### config.mk
export PLATFORM = sky130hd
export DESIGN_NAME = bmp_24bit_stream_encoder
export DESIGN_NICKNAME = d
export VERILOG_FILES = /design/src/sv/bmpe_pkg.sv /design/src/sv/bmpe_front.sv /design/src/sv/bmpe_fifo.sv /design/src/sv/bmpe_back.sv /design/src/sv/bmp_24bit_stream_encoder.sv
export VERILOG_INCLUDE_DIRS = /design/src /design/src/sv
export SDC_FILE = /design/constraint.sdc
export NUM_CORES = 1
export LEC_CHECK = 0
export BUFFER_PORTS_ARGS = -buffer_cell sky130_fd_sc_hd__buf_2
export CORE_ASPECT_RATIO = 1.1
export CORE_MARGIN = 10
export CORE_UTILIZATION = 41
export DETAILED_ROUTE_END_ITERATION = 10
export MAX_ROUTING_LAYER = met4
export PLACE_DENSITY = 0.66
export SLEW_MARGIN = 20
export SYNTH_ARGS = -nofsm -noshare
export SYNTH_HDL_FRONTEND = slang
export SYNTH_SLANG_ARGS = --single-unit
### constraint.sdc
create_clock -name i_clk -period 14.85 [get_ports i_clk]
set_clock_uncertainty 0.1 [all_clocks]
set_input_delay 2.97 -clock i_clk [delete_from_list [all_inputs] [get_ports i_clk]]
set_output_delay 2.97 -clock i_clk [all_outputs]
set_load 0.02 [all_outputs]
### src/sv/bmp_24bit_stream_encoder_defines.svh
// Assertion macros shared by the encoder modules.
// Each expects i_clk and i_rst_n in scope.
`ifndef BMP_24BIT_STREAM_ENCODER_DEFINES_SVH
`define BMP_24BIT_STREAM_ENCODER_DEFINES_SVH

// Same-cycle implication.
`define BMPE_ASSERT_IMPL(lbl, cond, prop) \
    lbl: assert property (@(posedge i_clk) disable iff (!i_rst_n) (cond) |-> (prop)) \
        else $error("bmpe assertion failed");

// Next-cycle implication.
`define BMPE_ASSERT_NEXT(lbl, cond, prop) \
    lbl: assert property (@(posedge i_clk) disable iff (!i_rst_n) (cond) |=> (prop)) \
        else $error("bmpe assertion failed");

`endif

### src/sv/bmpe_pkg.sv
package bmpe_pkg;

    localparam int MAX_WIDTH  = 4096;
    localparam int MAX_HEIGHT = 4096;

    localparam int SIZE_W   = 13;   // width/height registers
    localparam int CNT_W    = 12;   // column/row counters
    localparam int STRIDE_W = 14;   // row stride in bytes
    localparam int IMG_W    = 26;   // image size and file size
    localparam int IDX_W    = 6;    // byte index within a request
    localparam int CFG_IDX_W = 2;

    localparam int HDR_LEN  = 54;
    localparam int INFO_LEN = 40;
    localparam int BPP      = 24;

    localparam int FIFO_DEPTH = 4;
    localparam int FIFO_PTR_W = 2;
    localparam int FIFO_CNT_W = 3;

    localparam logic [CFG_IDX_W-1:0] REG_FRAME_WIDTH  = 2'd0;
    localparam logic [CFG_IDX_W-1:0] REG_FRAME_HEIGHT = 2'd1;

    localparam logic REQ_START = 1'b0;
    localparam logic REQ_PIXEL = 1'b1;

    localparam logic [7:0] CHAR_B = 8'h42;
    localparam logic [7:0] CHAR_M = 8'h4D;

    typedef enum logic {
        CMD_HEADER,
        CMD_PIXEL
    } t_cmd_kind;

    // One queued job for the byte emitter.
    typedef struct packed {
        t_cmd_kind             kind;
        logic [SIZE_W-1:0]     width;
        logic [SIZE_W-1:0]     height;
        logic [STRIDE_W-1:0]   stride;
        logic [7:0]            blue;
        logic [7:0]            green;
        logic [7:0]            red;
        logic [1:0]            pad;
        logic                  frame_end;
    } t_cmd;

    function automatic logic [SIZE_W-1:0] clamp_size(input logic [SIZE_W-1:0] v,
                                                     input logic [SIZE_W-1:0] maxv);
        logic [SIZE_W-1:0] r;
        r = v;
        if (v == '0) begin
            r = SIZE_W'(1);
        end else if (v > maxv) begin
            r = maxv;
        end
        return r;
    endfunction

    // Header byte at offset idx, little endian fields.
    function automatic logic [7:0] hdr_byte(input logic [IDX_W-1:0]  idx,
                                            input logic [SIZE_W-1:0] w,
                                            input logic [SIZE_W-1:0] h,
                                            input logic [IMG_W-1:0]  img,
                                            input logic [IMG_W-1:0]  fsize);
        logic [7:0] b;
        b = 8'h00;
        case (idx)
            6'd0:    b = CHAR_B;
            6'd1:    b = CHAR_M;
            6'd2:    b = fsize[7:0];
            6'd3:    b = fsize[15:8];
            6'd4:    b = fsize[23:16];
            6'd5:    b = {6'b0, fsize[25:24]};
            6'd10:   b = 8'(HDR_LEN);
            6'd14:   b = 8'(INFO_LEN);
            6'd18:   b = w[7:0];
            6'd19:   b = {3'b0, w[12:8]};
            6'd22:   b = h[7:0];
            6'd23:   b = {3'b0, h[12:8]};
            6'd26:   b = 8'd1;
            6'd28:   b = 8'(BPP);
            6'd34:   b = img[7:0];
            6'd35:   b = img[15:8];
            6'd36:   b = img[23:16];
            6'd37:   b = {6'b0, img[25:24]};
            default: b = 8'h00;
        endcase
        return b;
    endfunction

endpackage

### src/sv/bmpe_front.sv
// Request side: config registers, frame tracking, command build.
module bmpe_front (
    input  logic                               i_clk,
    input  logic                               i_rst_n,
    input  logic                               i_cfg_valid,
    output logic                               o_cfg_ready,
    input  logic [bmpe_pkg::CFG_IDX_W-1:0]     i_cfg_index,
    input  logic [bmpe_pkg::SIZE_W-1:0]        i_cfg_data,
    input  logic                               i_in_valid,
    output logic                               o_in_stall,
    input  logic                               i_req_type,
    input  logic [7:0]                         i_red,
    input  logic [7:0]                         i_green,
    input  logic [7:0]                         i_blue,
    input  logic                               i_q_full,
    output logic                               o_q_push,
    output bmpe_pkg::t_cmd                     o_q_cmd
);

    logic [bmpe_pkg::SIZE_W-1:0]   r_frame_width,  n_frame_width;
    logic [bmpe_pkg::SIZE_W-1:0]   r_frame_height, n_frame_height;
    logic [bmpe_pkg::SIZE_W-1:0]   r_cur_w, n_cur_w;
    logic [bmpe_pkg::SIZE_W-1:0]   r_cur_h, n_cur_h;
    logic [bmpe_pkg::CNT_W-1:0]    r_col, n_col;
    logic [bmpe_pkg::CNT_W-1:0]    r_row, n_row;
    logic                          r_active, n_active;

    logic                          accept;
    logic                          row_end;
    logic                          frame_end;
    logic [bmpe_pkg::SIZE_W-1:0]   w_clamped;
    logic [bmpe_pkg::SIZE_W-1:0]   h_clamped;
    logic [bmpe_pkg::STRIDE_W-1:0] w_ext;
    logic [bmpe_pkg::STRIDE_W-1:0] stride_new;

    assign o_cfg_ready = 1'b1;
    assign o_in_stall  = i_q_full;
    assign accept      = i_in_valid && !o_in_stall;

    assign w_clamped  = bmpe_pkg::clamp_size(r_frame_width,
                                             bmpe_pkg::SIZE_W'(bmpe_pkg::MAX_WIDTH));
    assign h_clamped  = bmpe_pkg::clamp_size(r_frame_height,
                                             bmpe_pkg::SIZE_W'(bmpe_pkg::MAX_HEIGHT));
    // stride = 3w rounded up to four = 3w + (w mod 4)
    assign w_ext      = {1'b0, w_clamped};
    assign stride_new = (w_ext << 1) + w_ext
                      + {{(bmpe_pkg::STRIDE_W-2){1'b0}}, w_clamped[1:0]};

    assign row_end   = ({1'b0, r_col} + 1'b1) >= r_cur_w;
    assign frame_end = row_end && (({1'b0, r_row} + 1'b1) >= r_cur_h);

    always_comb begin
        o_q_cmd.kind      = (i_req_type == bmpe_pkg::REQ_START) ? bmpe_pkg::CMD_HEADER
                                                                : bmpe_pkg::CMD_PIXEL;
        o_q_cmd.width     = w_clamped;
        o_q_cmd.height    = h_clamped;
        o_q_cmd.stride    = stride_new;
        o_q_cmd.blue      = i_blue;
        o_q_cmd.green     = i_green;
        o_q_cmd.red       = i_red;
        o_q_cmd.pad       = row_end ? r_cur_w[1:0] : 2'd0;
        o_q_cmd.frame_end = frame_end;
    end

    // pixels outside a frame are taken and dropped
    assign o_q_push = accept && ((i_req_type == bmpe_pkg::REQ_START) || r_active);

    always_comb begin
        n_frame_width  = r_frame_width;
        n_frame_height = r_frame_height;
        n_cur_w        = r_cur_w;
        n_cur_h        = r_cur_h;
        n_col          = r_col;
        n_row          = r_row;
        n_active       = r_active;

        if (i_cfg_valid) begin
            case (i_cfg_index)
                bmpe_pkg::REG_FRAME_WIDTH:  n_frame_width  = i_cfg_data;
                bmpe_pkg::REG_FRAME_HEIGHT: n_frame_height = i_cfg_data;
                default: ;
            endcase
        end

        if (accept) begin
            if (i_req_type == bmpe_pkg::REQ_START) begin
                n_cur_w  = w_clamped;
                n_cur_h  = h_clamped;
                n_col    = '0;
                n_row    = '0;
                n_active = 1'b1;
            end else if (r_active) begin
                if (frame_end) begin
                    n_active = 1'b0;
                    n_col    = '0;
                    n_row    = '0;
                end else if (row_end) begin
                    n_col = '0;
                    n_row = r_row + 1'b1;
                end else begin
                    n_col = r_col + 1'b1;
                end
            end
        end
    end

    always_ff @(posedge i_clk) begin
        if (!i_rst_n) begin
            r_frame_width  <= bmpe_pkg::SIZE_W'(1);
            r_frame_height <= bmpe_pkg::SIZE_W'(1);
            r_cur_w        <= bmpe_pkg::SIZE_W'(1);
            r_cur_h        <= bmpe_pkg::SIZE_W'(1);
            r_col          <= '0;
            r_row          <= '0;
            r_active       <= 1'b0;
        end else begin
            r_frame_width  <= n_frame_width;
            r_frame_height <= n_frame_height;
            r_cur_w        <= n_cur_w;
            r_cur_h        <= n_cur_h;
            r_col          <= n_col;
            r_row          <= n_row;
            r_active       <= n_active;
        end
    end

endmodule

### src/sv/bmpe_fifo.sv
`include "bmp_24bit_stream_encoder_defines.svh"

// Small command queue between front and back.
module bmpe_fifo (
    input  logic            i_clk,
    input  logic            i_rst_n,
    input  logic            i_push,
    input  bmpe_pkg::t_cmd  i_data,
    output logic            o_full,
    input  logic            i_pop,
    output bmpe_pkg::t_cmd  o_data,
    output logic            o_empty
);

    bmpe_pkg::t_cmd                   r_mem [bmpe_pkg::FIFO_DEPTH];
    logic [bmpe_pkg::FIFO_PTR_W-1:0]  r_wr, n_wr;
    logic [bmpe_pkg::FIFO_PTR_W-1:0]  r_rd, n_rd;
    logic [bmpe_pkg::FIFO_CNT_W-1:0]  r_count, n_count;

    assign o_full  = r_count == bmpe_pkg::FIFO_CNT_W'(bmpe_pkg::FIFO_DEPTH);
    assign o_empty = r_count == '0;
    assign o_data  = r_mem[r_rd];

    always_comb begin
        n_wr    = i_push ? r_wr + 1'b1 : r_wr;
        n_rd    = i_pop  ? r_rd + 1'b1 : r_rd;
        n_count = r_count;
        if (i_push && !i_pop) begin
            n_count = r_count + 1'b1;
        end else if (i_pop && !i_push) begin
            n_count = r_count - 1'b1;
        end
    end

    always_ff @(posedge i_clk) begin
        if (!i_rst_n) begin
            r_wr    <= '0;
            r_rd    <= '0;
            r_count <= '0;
        end else begin
            r_wr    <= n_wr;
            r_rd    <= n_rd;
            r_count <= n_count;
        end
    end

    always_ff @(posedge i_clk) begin
        if (i_push) begin
            r_mem[r_wr] <= i_data;
        end
    end

    `BMPE_ASSERT_IMPL(a_no_overflow, i_push, !o_full)
    `BMPE_ASSERT_IMPL(a_no_underflow, i_pop, !o_empty)
    `BMPE_ASSERT_IMPL(a_count_range, 1'b1, r_count <= bmpe_pkg::FIFO_CNT_W'(bmpe_pkg::FIFO_DEPTH))

endmodule

### src/sv/bmpe_back.sv
`include "bmp_24bit_stream_encoder_defines.svh"

// Byte emitter: walks one command into the output register, a byte per cycle unless i_out_stall holds it.
module bmpe_back (
    input  logic            i_clk,
    input  logic            i_rst_n,
    input  logic            i_cmd_valid,
    input  bmpe_pkg::t_cmd  i_cmd,
    output logic            o_pop,
    output logic            o_out_valid,
    input  logic            i_out_stall,
    output logic [7:0]      o_out_byte,
    output logic            o_last_of_run,
    output logic            o_end_of_frame
);

    localparam int PROD_W = bmpe_pkg::STRIDE_W + bmpe_pkg::SIZE_W;

    bmpe_pkg::t_cmd                 r_cmd;
    logic                           r_busy;
    logic [bmpe_pkg::IDX_W-1:0]     r_idx;
    logic [bmpe_pkg::IMG_W-1:0]     r_img;
    logic [bmpe_pkg::IMG_W-1:0]     r_fsize;
    logic                           r_ovalid;
    logic [7:0]                     r_obyte;
    logic                           r_olast;
    logic                           r_oeof;

    logic [PROD_W-1:0]              prod;
    logic [2:0]                     pix_total;
    logic [7:0]                     cur_byte;
    logic                           cur_last;
    logic                           cur_eof;
    logic                           load;
    logic                           done;

    // image size is registered from the latched command, file size from the image
    // size; file size is first read at byte offset 2, image size at offset 34
    assign prod      = PROD_W'(r_cmd.stride) * PROD_W'(r_cmd.height);
    assign pix_total = 3'd3 + {1'b0, r_cmd.pad};

    always_comb begin
        cur_byte = 8'h00;
        cur_last = 1'b0;
        cur_eof  = 1'b0;
        case (r_cmd.kind)
            bmpe_pkg::CMD_HEADER: begin
                cur_byte = bmpe_pkg::hdr_byte(r_idx, r_cmd.width, r_cmd.height,
                                              r_img, r_fsize);
                cur_last = r_idx == bmpe_pkg::IDX_W'(bmpe_pkg::HDR_LEN - 1);
            end
            bmpe_pkg::CMD_PIXEL: begin
                case (r_idx)
                    6'd0:    cur_byte = r_cmd.blue;
                    6'd1:    cur_byte = r_cmd.green;
                    6'd2:    cur_byte = r_cmd.red;
                    default: cur_byte = 8'h00;
                endcase
                cur_last = r_idx == {3'b0, pix_total - 3'd1};
                cur_eof  = cur_last && r_cmd.frame_end;
            end
            default: ;
        endcase
    end

    assign load  = r_busy && (!r_ovalid || !i_out_stall);
    assign done  = load && cur_last;
    assign o_pop = i_cmd_valid && (!r_busy || done);

    always_ff @(posedge i_clk) begin
        if (!i_rst_n) begin
            r_busy   <= 1'b0;
            r_ovalid <= 1'b0;
            r_idx    <= '0;
        end else begin
            if (load) begin
                r_ovalid <= 1'b1;
            end else if (!i_out_stall) begin
                r_ovalid <= 1'b0;
            end

            if (o_pop) begin
                r_busy <= 1'b1;
                r_idx  <= '0;
            end else if (done) begin
                r_busy <= 1'b0;
            end else if (load) begin
                r_idx <= r_idx + 1'b1;
            end
        end
    end

    always_ff @(posedge i_clk) begin
        if (o_pop) begin
            r_cmd <= i_cmd;
        end
        r_img   <= prod[bmpe_pkg::IMG_W-1:0];
        r_fsize <= r_img + bmpe_pkg::IMG_W'(bmpe_pkg::HDR_LEN);
        if (load) begin
            r_obyte <= cur_byte;
            r_olast <= cur_last;
            r_oeof  <= cur_eof;
        end
    end

    assign o_out_valid    = r_ovalid;
    assign o_out_byte     = r_obyte;
    assign o_last_of_run  = r_olast;
    assign o_end_of_frame = r_oeof;

    `BMPE_ASSERT_IMPL(a_eof_is_last, r_ovalid && r_oeof, r_olast)
    `BMPE_ASSERT_IMPL(a_hdr_idx_range, r_busy && (r_cmd.kind == bmpe_pkg::CMD_HEADER),
                      r_idx < bmpe_pkg::IDX_W'(bmpe_pkg::HDR_LEN))
    `BMPE_ASSERT_NEXT(a_idle_after_done, done && !o_pop, !r_busy)

endmodule

### src/sv/bmp_24bit_stream_encoder.sv
// 24-bit uncompressed BMP stream encoder.
// Input channel (i_in_valid / o_in_stall): a start request (req_type 0)
// latches the configured width and height, clamped to 1..4096, and produces
// the 54-byte file header; each pixel request (req_type 1, bottom row first)
// produces blue, green, red, plus zero padding on the last pixel of a row.
// Alpha is taken and dropped; pixels outside an open frame produce nothing.
// Output channel (o_out_valid / i_out_stall): one file byte per transfer, with
// last_of_run on the final byte of each request and end_of_frame on the last
// byte of the file. Config writes (i_cfg_valid / o_cfg_ready, always ready)
// take effect at the next start request.
// Throughput: one byte per cycle at the output register while i_out_stall is
// low, so a pixel gives three bytes (up to six at a row end) and a header 54;
// a four-deep command queue lets requests be taken while earlier bytes still
// drain. Reset (synchronous, active low) closes any frame, empties the queue
// and sets both size registers to 1. While i_out_stall is high a valid
// output byte holds and the emitter waits; the input stalls only once the
// queue fills.
module bmp_24bit_stream_encoder (
    input  logic                            i_clk,
    input  logic                            i_rst_n,
    input  logic                            i_cfg_valid,
    output logic                            o_cfg_ready,
    input  logic [bmpe_pkg::CFG_IDX_W-1:0]  i_cfg_index,
    input  logic [bmpe_pkg::SIZE_W-1:0]     i_cfg_data,
    input  logic                            i_in_valid,
    output logic                            o_in_stall,
    input  logic                            i_req_type,
    input  logic [7:0]                      i_red,
    input  logic [7:0]                      i_green,
    input  logic [7:0]                      i_blue,
    input  logic [7:0]                      i_alpha,   // not stored
    output logic                            o_out_valid,
    input  logic                            i_out_stall,
    output logic [7:0]                      o_out_byte,
    output logic                            o_last_of_run,
    output logic                            o_end_of_frame
);

    bmpe_pkg::t_cmd q_in_cmd;
    bmpe_pkg::t_cmd q_out_cmd;
    logic           q_push;
    logic           q_pop;
    logic           q_full;
    logic           q_empty;

    // front: config, frame/row/column tracking, request classification
    bmpe_front u_front (
        .i_clk       (i_clk),
        .i_rst_n     (i_rst_n),
        .i_cfg_valid (i_cfg_valid),
        .o_cfg_ready (o_cfg_ready),
        .i_cfg_index (i_cfg_index),
        .i_cfg_data  (i_cfg_data),
        .i_in_valid  (i_in_valid),
        .o_in_stall  (o_in_stall),
        .i_req_type  (i_req_type),
        .i_red       (i_red),
        .i_green     (i_green),
        .i_blue      (i_blue),
        .i_q_full    (q_full),
        .o_q_push    (q_push),
        .o_q_cmd     (q_in_cmd)
    );

    // decouples request acceptance from byte emission
    bmpe_fifo u_fifo (
        .i_clk   (i_clk),
        .i_rst_n (i_rst_n),
        .i_push  (q_push),
        .i_data  (q_in_cmd),
        .o_full  (q_full),
        .i_pop   (q_pop),
        .o_data  (q_out_cmd),
        .o_empty (q_empty)
    );

    // back: header/pixel byte sequencing into the output register
    bmpe_back u_back (
        .i_clk          (i_clk),
        .i_rst_n        (i_rst_n),
        .i_cmd_valid    (!q_empty),
        .i_cmd          (q_out_cmd),
        .o_pop          (q_pop),
        .o_out_valid    (o_out_valid),
        .i_out_stall    (i_out_stall),
        .o_out_byte     (o_out_byte),
        .o_last_of_run  (o_last_of_run),
        .o_end_of_frame (o_end_of_frame)
    );

endmodule
## Word-level counts from Yosys, hierarchy flattened

Memory sizes are Yosys's and may differ from the RTL's. A register that Yosys moved wholly into a read port is not among the register bits.
Index checks and enable logic that the tools add are counted.

| word-level totals | value |
|---|---|
| input bits | 53 |
| flip-flop bits (word level) | 154 |
| latch bits | 0 |
| memories kept | 1 |
| memory bits (read-only) | 0 |
| RAM bits | 272 |

Memory list:

| memory | words | bits a word | rd ports | clocked after Yosys merged registers in | wr ports | line | text |
|---|---|---|---|---|---|---|---|
| u_fifo.r_mem | 4 | 68 | 1 | 1 | 1 | bmpe_fifo.sv:15 | `bmpe_pkg::t_cmd r_mem [bmpe_pkg::FIFO_DEPTH];` |

| operators by class | value |
|---|---|
| multipliers | 1 |
| magnitude comparators | 4 |
| shift-type cells | 0 |
| reduce and logical (&&, ||, !) cells | 33 |
| equality and inequality tests | 24 |
| bitwise logic cells | 4 |
| divide/modulo/power cells | 0 |
| multiplexer cells | 29 |
| add/subtract/negate cells | 14 |

Operator list:

| cell | number |
|---|---|
| $pmux W8 S18 | 1 |
| $mux W12 | 8 |
| $mux W13 | 4 |
| $eq A6 B5 Y1 const B | 6 |
| $eq A6 B6 Y1 const B | 5 |
| $add A12 B1 Y13 const B | 2 |
| $add A26 B6 Y26 const B | 1 |
| $ge A13 B13 Y1 | 2 |
| $gt A13 B13 Y1 const B | 2 |
| $logic_not A13 Y1 | 2 |
| $mul A14 B13 Y26 | 1 |
| $add A12 B1 Y12 const B | 2 |
| $pmux W8 S3 | 1 |
| $pmux W8 S2 | 1 |
| $add A14 B13 Y14 | 1 |
| $add A14 B2 Y14 | 1 |
| $eq A6 B2 Y1 const B | 2 |
| $eq A6 B3 Y1 const B | 2 |
| $eq A6 B4 Y1 const B | 2 |
| $mux W1 | 10 |
| $reduce_and A2 Y1 | 5 |
| $logic_and A1 B1 Y1 | 9 |
| $logic_not A1 Y1 | 7 |
| $add A6 B1 Y6 const B | 1 |
| other kinds (21) | 31 |

## Logic depth before layout (Yosys ltp)

Gate-level depths: netlist of run 1.

| depth | value |
|---|---|
| word-level depth | 10 |
| gate-level depth with buffers | 20 |
| mapped depth without buffers | 19 |

## By module

From an unflattened synthesis of run 1, not the netlist that was laid out.

| second synthesis, totals | value |
|---|---|
| cell total of the unflattened synthesis | 2155 |
| area, all modules | 26515.4 µm² |

By module, submodules not included:

| module | seq. area each (µm²) | instances | cells each | area an instance (µm²) |
|---|---|---|---|---|
| bmpe_back | 3543.4 | 1 | 1124 | 11253.3 |
| bmpe_fifo | 8348.0 | 1 | 399 | 10281.1 |
| bmpe_front | 1541.5 | 1 | 631 | 4977.3 |
| bmp_24bit_stream_encoder | 0.0 | 1 | 1 | 3.8 |

## Worst setup path before layout of run 1

No wires, ideal clock.

| path | value |
|---|---|
| kind | input port to flip-flop |
| from | in i_req_type |
| to | mem u_fifo.r_mem[0][0] (netlist name) (enable) |
| required time | 14.319 ns |
| buffers on the path | 2 |
| stages | 6 |
| path slack | 8.885 ns |
| library setup time | 0.431 ns |
| arrival time | 5.434 ns |
| cell sequence | nor2b_1 -> or2_2 -> clkbuf_1 -> inv_2 -> buf_2 -> and2_1 |

| between the ends | value |
|---|---|
| word-level cells in the longest chain between the ends | 5 |

RTL lines:

| item | line | text |
|---|---|---|
| start: declaration | bmp_24bit_stream_encoder.sv:27 | `input logic i_req_type,` |
| $not A1 Y1 | -- |  |
| $logic_or A1 B1 Y1 | bmpe_front.sv:66 | `assign o_q_push = accept && ((i_req_type == bmpe_pkg::REQ_START) \|\| r_active);` |
| $logic_and A1 B1 Y1 | bmpe_front.sv:66 |  |
| via q_push | bmp_24bit_stream_encoder.sv:41 | `logic q_push;` |
| $mux W1 | bmpe_fifo.sv:48 | `if (i_push) begin` |
| $mux W1 (implied by the code) | bmpe_fifo.sv:49 | `r_mem[r_wr] <= i_data;` |
| end: declaration | bmpe_fifo.sv:15 |  |

The timed path passes the listed nets, and every way through them passes these cells.

## Worst setup path in the final report of run 1

| path | value |
|---|---|
| from | reg u_back.r_cmd[46] (netlist name) |
| to | reg u_back.r_img[20] (netlist name) |

| between the ends | value |
|---|---|
| word-level cells in the longest chain between the ends | 1 |

RTL lines:

| item | line | text |
|---|---|---|
| $mul A14 B13 Y26 | bmpe_back.sv:39 | `assign prod = PROD_W'(r_cmd.stride) * PROD_W'(r_cmd.height);` |
| via u_back.prod[20] | bmpe_back.sv:29 | `logic [PROD_W-1:0] prod;` |
| end signal: assignment | bmpe_back.sv:97 | `r_img <= prod[bmpe_pkg::IMG_W-1:0];` |
| end: declaration | bmpe_back.sv:22 | `logic [bmpe_pkg::IMG_W-1:0] r_img;` |

The timed path passes the listed nets, and every way through them passes these cells.
A chain may end at the register's enable or synchronous reset.

==> impl_metrics.json, run 1 <==
{
  "layout_common_cells": "edfxtp_1, nand2_1, inv_1",
  "cts_setup_buffers": 0,
  "fillers": 5222,
  "ctsHtreeMaxLevel": 2,
  "cp_cell_sequence": "nand2_1 -> fa_1 -> fa_1 -> fa_1 -> inv_1 -> fa_1 -> inv_1 -> fa_1 -> inv_1 -> ha_1 -> and2_1 -> a221o_1 -> a221o_1 -> a41o_1 -> a21oi_2 -> xnor2_1",
  "dr.first_iter.drc_count": 1101,
  "arrival_ps": 6240,
  "grt_pass1_wl_um": 83550,
  "syn_inst": 1946,
  "syn_nets": 2236,
  "fmax_mhz": 170.5,
  "register_area_mm2": 0.01302,
  "setup_viol": 0,
  "die-width_um": 253.5,
  "grt_pass1_vias": 15380,
  "start_kind": "flip-flop",
  "start_util_pct": 41.24,
  "rsz0062_at_grt": "no",
  "die_h_um": 276.9,
  "syn2layout_area_growth_pct": 10.76,
  "timing.final.crit_share_pct": 39.50,
  "clock_sinks": 480,
  "dieArea_mm2": 0.07019,
  "ys.flop_type": "edfxtp_1",
  "worst_pin_slew_ps": 1068,
  "min_from": "u_back.r_img[2]",
  "critPathMaxStageDelay_ps": 830,
  "coreArea_mm2": 0.05963,
  "wl_per_cell_um": 18.71,
  "r2r_setup_slack_ps": 8980,
  "worst_path_max_delay_cell": "edfxtp_1",
  "cp.required_ps": 15230,
  "synthDistinctLibCells": 68,
  "path_class": "reg -> reg",
  "ctsLongestPathBuffers": 3,
  "yosysWarnings": 0,
  "drc": 0,
  "final_common_cell": "edfxtp_1",
  "cts_tree": "done",
  "rr_worst_depth": 16,
  "ios": 66,
  "cp_num_buf_inv": 3,
  "hold_buffers": 0,
  "portBuffers": 56,
  "clock_latency_ps": 600,
  "hold_depth": 1,
  "multi_input_area_mm2": 0.01054,
  "slew_headroom_pct": 28.80,
  "syn_avg_cell_area_um2": 12.64,
  "synth_seq_cells": 480,
  "crit_family": "adder cells",
  "dp_hpwl_um": 35390,
  "synthTopCellsByArea": "edfxtp_1, dfxtp_1, fa_1, ha_1, mux4_2",
  "r2r-start": "u_back.r_cmd[46]",
  "place_area_mm2": 0.02560,
  "hold_end": "u_back.r_fsize[2]",
  "synth_edf_count": 340,
  "setup_ws_ps": 8984,
  "post-place-ws_ps": 8979,
  "clockRootBuffer": "clkbuf_16",
  "stdcell_count": 2790,
  "status": "complete, no violations",
  "worstPathMaxFanout": 13,
  "wl_um": 52190,
  "globalRouteTotalUtil_pct": 15.40,
  "synthArstFlopShare_pct": 0,
  "hold_violations": 0,
  "drv_cap": 0,
  "gp_congestion": 0.8743,
  "fin_setup_tns_ps": 0,
  "grt.overflow.total": 0,
  "fin_area_mm2": 0.02724,
  "nNetsFinal": 2270,
  "fp-row-count": 94,
  "drt_pass1_iterations": 7,
  "viasPerCell": 5.280,
  "cts_resized": 0,
  "crit_top_cell": "fa_1",
  "synth_seq_area_share_pct": 52.91,
  "grt_max_degree": 68,
  "drv_slew": 0,
  "hold_path_class": "reg -> reg",
  "yosysTopAreaCellShare_pct": 41.52,
  "r2r_end": "u_back.r_img[20]",
  "layout-drive-gt1-share_pct": 11.29,
  "clk_pin_slew_worst_paths_ps": 60,
  "end_kind": "flip-flop",
  "via_count": 14730,
  "numCtsBuffers": 49,
  "drtAntennaViolNets": 0,
  "dp.cells": 2697,
  "antenna_found_initial": 4,
  "final.min_clock_period_ps": 5866,
  "syn_area_mm2": 0.02459,
  "synth_top_area_cell": "edfxtp_1"
}
-- state kept, by name, indices dropped and copies added, names as in the netlist --
signal and flops:
u_back.o_end_of_frame 1, u_back.o_last_of_run 1, u_back.o_out_byte 8, u_back.o_out_valid 1
u_back.r_busy 1, u_back.r_cmd 66, u_back.r_fsize 24, u_back.r_idx 6
u_back.r_img 24, u_fifo.r_count 3, u_fifo.r_mem 264, u_fifo.r_rd 2
u_fifo.r_wr 2, u_front.r_active 1, u_front.r_col 12, u_front.r_cur_h 13
u_front.r_cur_w 13, u_front.r_frame_height 13, u_front.r_frame_width 13, u_front.r_row 12
-- how the worst max path moves through the flow --
stage               cells after the start            endpoint  slack (ps)             start
finish                                 16    u_back.r_img[20]        8980  u_back.r_cmd[46]
global route                           17    u_back.r_img[25]        8730  u_back.r_cmd[46]
CTS                                    16    u_back.r_img[20]        8940  u_back.r_cmd[30]
detailed placement                     16    u_back.r_img[20]        8980  u_back.r_cmd[30]
global placement                       17    u_back.r_img[20]        9050  u_back.r_cmd[32]
floorplan                               6  u_fifo.r_mem[0][0]        8880        i_req_type
-- logic make-up (layout without fill, tap and decap cells) --
kind of cell | after synthesis | in the layout | synth area share, %
compound gates | 246 | 246 | 7.092
xor+xnor | 91 | 91 | 3.241
fa+ha+maj | 237 | 237 | 15.48
buf+inv | 277 | 351 | 4.279
flops | 480 | 480 | 52.91
mux | 71 | 71 | 6.248
other cells | 1 | 3 | 0.01525
simple gates | 543 | 543 | 10.74
-- area by class of cell --
cell class	instances	area share, %
clock inverters	17	0.7671
diodes	2	0.01837
flip-flops and latches	480	47.79
clock buffers	74	5.205
multi-input cells	1189	38.70
repair buffers	67	1.332
inverters	193	2.660
well taps	768	3.528
-- layer usage --
layer | vias up | track usage (%) | share of wire (%)
li1 | 6881 | - | -
met5 | - | - | 0
met4 | 0 | 4.790 | 2.8
met3 | 86 | 1.952 | 3.9
met1 | 7439 | 18.90 | 43
met2 | 326 | 26.03 | 51
-- cell usage after synthesis, types with 3 or more instances --
cell type	n
nand3b_1	3
nor2_1	56
o22ai_1	10
nand3_1	23
o21a_1	4
buf_1	6
nand4_1	10
mux2i_1	5
a31oi_1	11
xnor2_1	52
or3_1	4
a32o_1	9
buf_2	7
nand2_1	237
a22oi_1	21
ha_1	125
nor3b_1	5
dfxtp_1	140
inv_1	191
a221oi_1	4
xor2_1	39
a211oi_1	5
mux4_2	66
a221o_1	3
o211ai_1	3
nand2b_1	12
o31ai_1	5
a21oi_1	38
nor2b_1	31
a222oi_1	3
a22o_1	3
a21o_1	18
nor4_1	9
fa_1	112
clkbuf_1	70
o21bai_1	7
and2_1	99
and3_1	27
a21boi_0	52
or2_2	5
nor3_1	16
edfxtp_1	340
o21ai_0	29
-- metrics by stage --
step / util (%) / hold WS [ps]
finish: 45.68 / 327.5
global placement: 42.93 / 320.0
CTS: 45.66 / 330.3
floorplan: - / 283.4
detailed placement: 42.93 / 317.0
global route: 45.68 / 351.6
Power of run 1 is not shown: default switching activity piles up to over one toggle a cycle in this logic, so the estimate is an artifact.
==> run 2, diff against run 1 <==
--- a/config.mk
+++ b/config.mk
@@ -6,13 +6,14 @@
 export SDC_FILE = /design/constraint.sdc
 export NUM_CORES = 1
 export LEC_CHECK = 0
+export ABC_AREA = 1
 export BUFFER_PORTS_ARGS = -buffer_cell sky130_fd_sc_hd__buf_2
 export CORE_ASPECT_RATIO = 1.1
 export CORE_MARGIN = 10
 export CORE_UTILIZATION = 41
 export DETAILED_ROUTE_END_ITERATION = 10
 export MAX_ROUTING_LAYER = met4
-export PLACE_DENSITY = 0.66
+export PLACE_DENSITY = 0.68
 export SLEW_MARGIN = 20
 export SYNTH_ARGS = -nofsm -noshare
 export SYNTH_HDL_FRONTEND = slang
==> constraint.sdc (replaced) <==
create_clock -name i_clk -period 5.2 [get_ports i_clk]
set_clock_uncertainty 0.1 [all_clocks]
set_input_delay 1.04 -clock i_clk [delete_from_list [all_inputs] [get_ports i_clk]]
set_output_delay 1.04 -clock i_clk [all_outputs]
set_load 0.02 [all_outputs]
==> run 2 against run 1 <==
  * Global-route usage increased by 0.64 points
  * Worst setup slack lost 8700 ps
  * Sequential share of layout area is 2.3 points lower
  * Cell count rose by 28%
  * Fmax up 18%
  * Routed wire length is 10% higher
  * Via count is 22% higher
  * Core utilization up 1.1 points
  * First-iteration DRC count up 27%
==> impl_metrics.json, run 2 <==
{
  "coreArea_mm2": 0.06122,
  "clk_pin_slew_worst_paths_ps": 60,
  "fin_setup_tns_ps": 0,
  "synthMostInstantiatedCell": "nand2_1",
  "end_kind": "flip-flop",
  "die_h_um": 280.8,
  "synth_edf_count": 340,
  "dp.cells": 3476,
  "antenna_found_initial": 1,
  "syn2layout_area_growth_pct": 12.81,
  "hold_violations": 0,
  "grt.overflow.total": 0,
  "syn_avg_cell_area_um2": 9.612,
  "hold_path_class": "reg -> reg",
  "multi_input_area_mm2": 0.01043,
  "wl_met2_um": 27960,
  "ys.flop_type": "edfxtp_1",
  "slew_headroom_pct": 31.13,
  "clock_sinks": 480,
  "cp.required_ps": 5570,
  "yosysTopAreaCellShare_pct": 40.26,
  "post-route-util_pct": 46.73,
  "clock_latency_ps": 580,
  "grt_max_degree": 84,
  "layout_common_cells": "nand2_1, inv_1, edfxtp_1",
  "ios": 66,
  "nNetsFinal": 3010,
  "drv_slew": 0,
  "top_layer": "met4",
  "largest_register": "u_fifo.r_mem",
  "synthArstFlopShare_pct": 0,
  "grt_pass1_wl_um": 90970,
  "dieArea_mm2": 0.07220,
  "setup_viol": 0,
  "path_class": "reg -> reg",
  "drtAntennaViolNets": 0,
  "rsz0062_at_grt": "no",
  "timing.final.crit_share_pct": 95.38,
  "layout-drive-gt1-share_pct": 8.771,
  "fillers": 5677,
  "final.min_clock_period_ps": 4960,
  "drc": 0,
  "viasPerCell": 5.002,
  "wl_per_cell_um": 16.04,
  "worst_pin_slew_ps": 1033,
  "grt_pass1_vias": 17350,
  "dp_hpwl_um": 40400,
  "start_kind": "flip-flop",
  "syn_inst": 2638,
  "portBuffers": 56,
  "dr_wl_met3_um": 2959,
  "clockRootBuffer": "clkbuf_16",
  "synth_seq_cells": 480,
  "syn_nets": 2928,
  "met1_length_um": 25360,
  "worstPathMaxFanout": 9,
  "synthTopCellsByArea": "edfxtp_1, dfxtp_1, fa_1, nand2_1, inv_1",
  "dr.first_iter.drc_count": 1398,
  "die-width_um": 257.1,
  "drt_pass1_iterations": 6,
  "yosysWarnings": 0,
  "synthDistinctLibCells": 45,
  "synth_top_area_cell": "edfxtp_1",
  "synth_seq_area_share_pct": 51.32,
  "stdcell_count": 3584,
  "ctsHtreeMaxLevel": 2,
  "register_area_mm2": 0.01302,
  "globalRouteTotalUtil_pct": 16.04,
  "numCtsBuffers": 50,
  "synth_common_cells": "nand2_1, inv_1, edfxtp_1",
  "arrival_ps": 5320,
  "via_count": 17930,
  "largestRegisters": "u_fifo.r_mem: 264 flops, u_back.r_cmd: 66 flops",
  "syn_area_mm2": 0.02536,
  "status": "complete, no violations",
  "largest_reg_flops": 264,
  "cts_tree": "done",
  "wl_um": 57480,
  "start_util_pct": 41.42,
  "ctsLongestPathBuffers": 3,
  "final_common_cell": "nand2_1",
  "fp-row-count": 95,
  "fmax_mhz": 201.6,
  "gp_congestion": 0.8806,
  "hold_buffers": 0,
  "drv_cap": 0
}
[run 2: changes by cell type in the layout (fill, tap and decap cells not counted), moves of 59 or more]
cell / before / now
and2_1: 95 / 0
o22ai_1: 10 / 69
o21ai_0: 29 / 231
mux4_2: 66 / 0
inv_1: 190 / 422
nand2_1: 237 / 485
a21oi_1: 38 / 103
nor2_1: 55 / 254
nand3_1: 23 / 82
[run 2: kinds of logic after synthesis]
kind of cell / count (synthesis) / share of synthesized area (%)
xor+xnor: 64 / 2.211
flops: 480 / 51.32
fa+ha+maj: 237 / 15.01
buf+inv: 528 / 7.915
mux: 1 / 0.03948
simple gates: 894 / 14.38
other cells: 1 / 0.01479
compound gates: 433 / 9.114
[run 2: repair_timing]
item,in CTS,in global routing
resized for setup,0,18
endpoints found under the setup margin,0,12
buffers inserted,0,16
[run 2: critical path: stages (launching register included)]
cell	delay, ps
edfxtp_1	480
buf_4	220
nand2_1	70
inv_1	60
fa_1	490
fa_1	530
fa_1	520
fa_1	540
inv_1	50
fa_1	520
inv_1	40
ha_1	350
a21oi_1	190
o21ai_0	160
or2_2	330
o21bai_1	130
nand2_1	70
[run 2: through the flow]
| step | hold slack, ps | instance area [um2] | setup WS (ps) |
|---|---|---|---|
| global route | 378.5 | 28610 | 3.970 |
| floorplan | 283.8 | 25360 | 294.5 |
| global placement | 352.2 | 26760 | 165.7 |
| finish | 369.8 | 28610 | 240.1 |
| CTS | 366.8 | 28420 | 97.41 |
| detailed placement | 349.5 | 26760 | 117.6 |
[run 2: final timing paths]
path | slack, ps | depth (start not counted) | end | from
worst max-delay path | 240 | 16 | u_back.r_img[20] | u_back.r_cmd[52]
worst min-delay path | 370 | 2 | u_front.r_cur_h[12] | u_front.r_cur_h[12]
worst max register to register | 240 | 16 | u_back.r_img[20] | u_back.r_cmd[52]
worst min register to register | 370 | 2 | u_front.r_cur_h[12] | u_front.r_cur_h[12]
[run 2: per-layer routing]
layer | vias to the layer above | GRT usage, %
met1 | 8610 | 20.14
met2 | 443 | 26.91
met4 | 0 | 4.432
met3 | 95 | 2.117
li1 | 8779 | -
met5 | - | -
[run 2: layout make-up]
class,count,share of cell area [%]
sequential,480,45.51
antenna,1,0.008748
clock inverter,31,1.155
multi-input combinational,1630,36.44
timing repair buffer,128,2.983
clock buffer,60,4.654
tap,824,3.604
inverter,430,5.647
Power of run 2 is left out for the same reason.
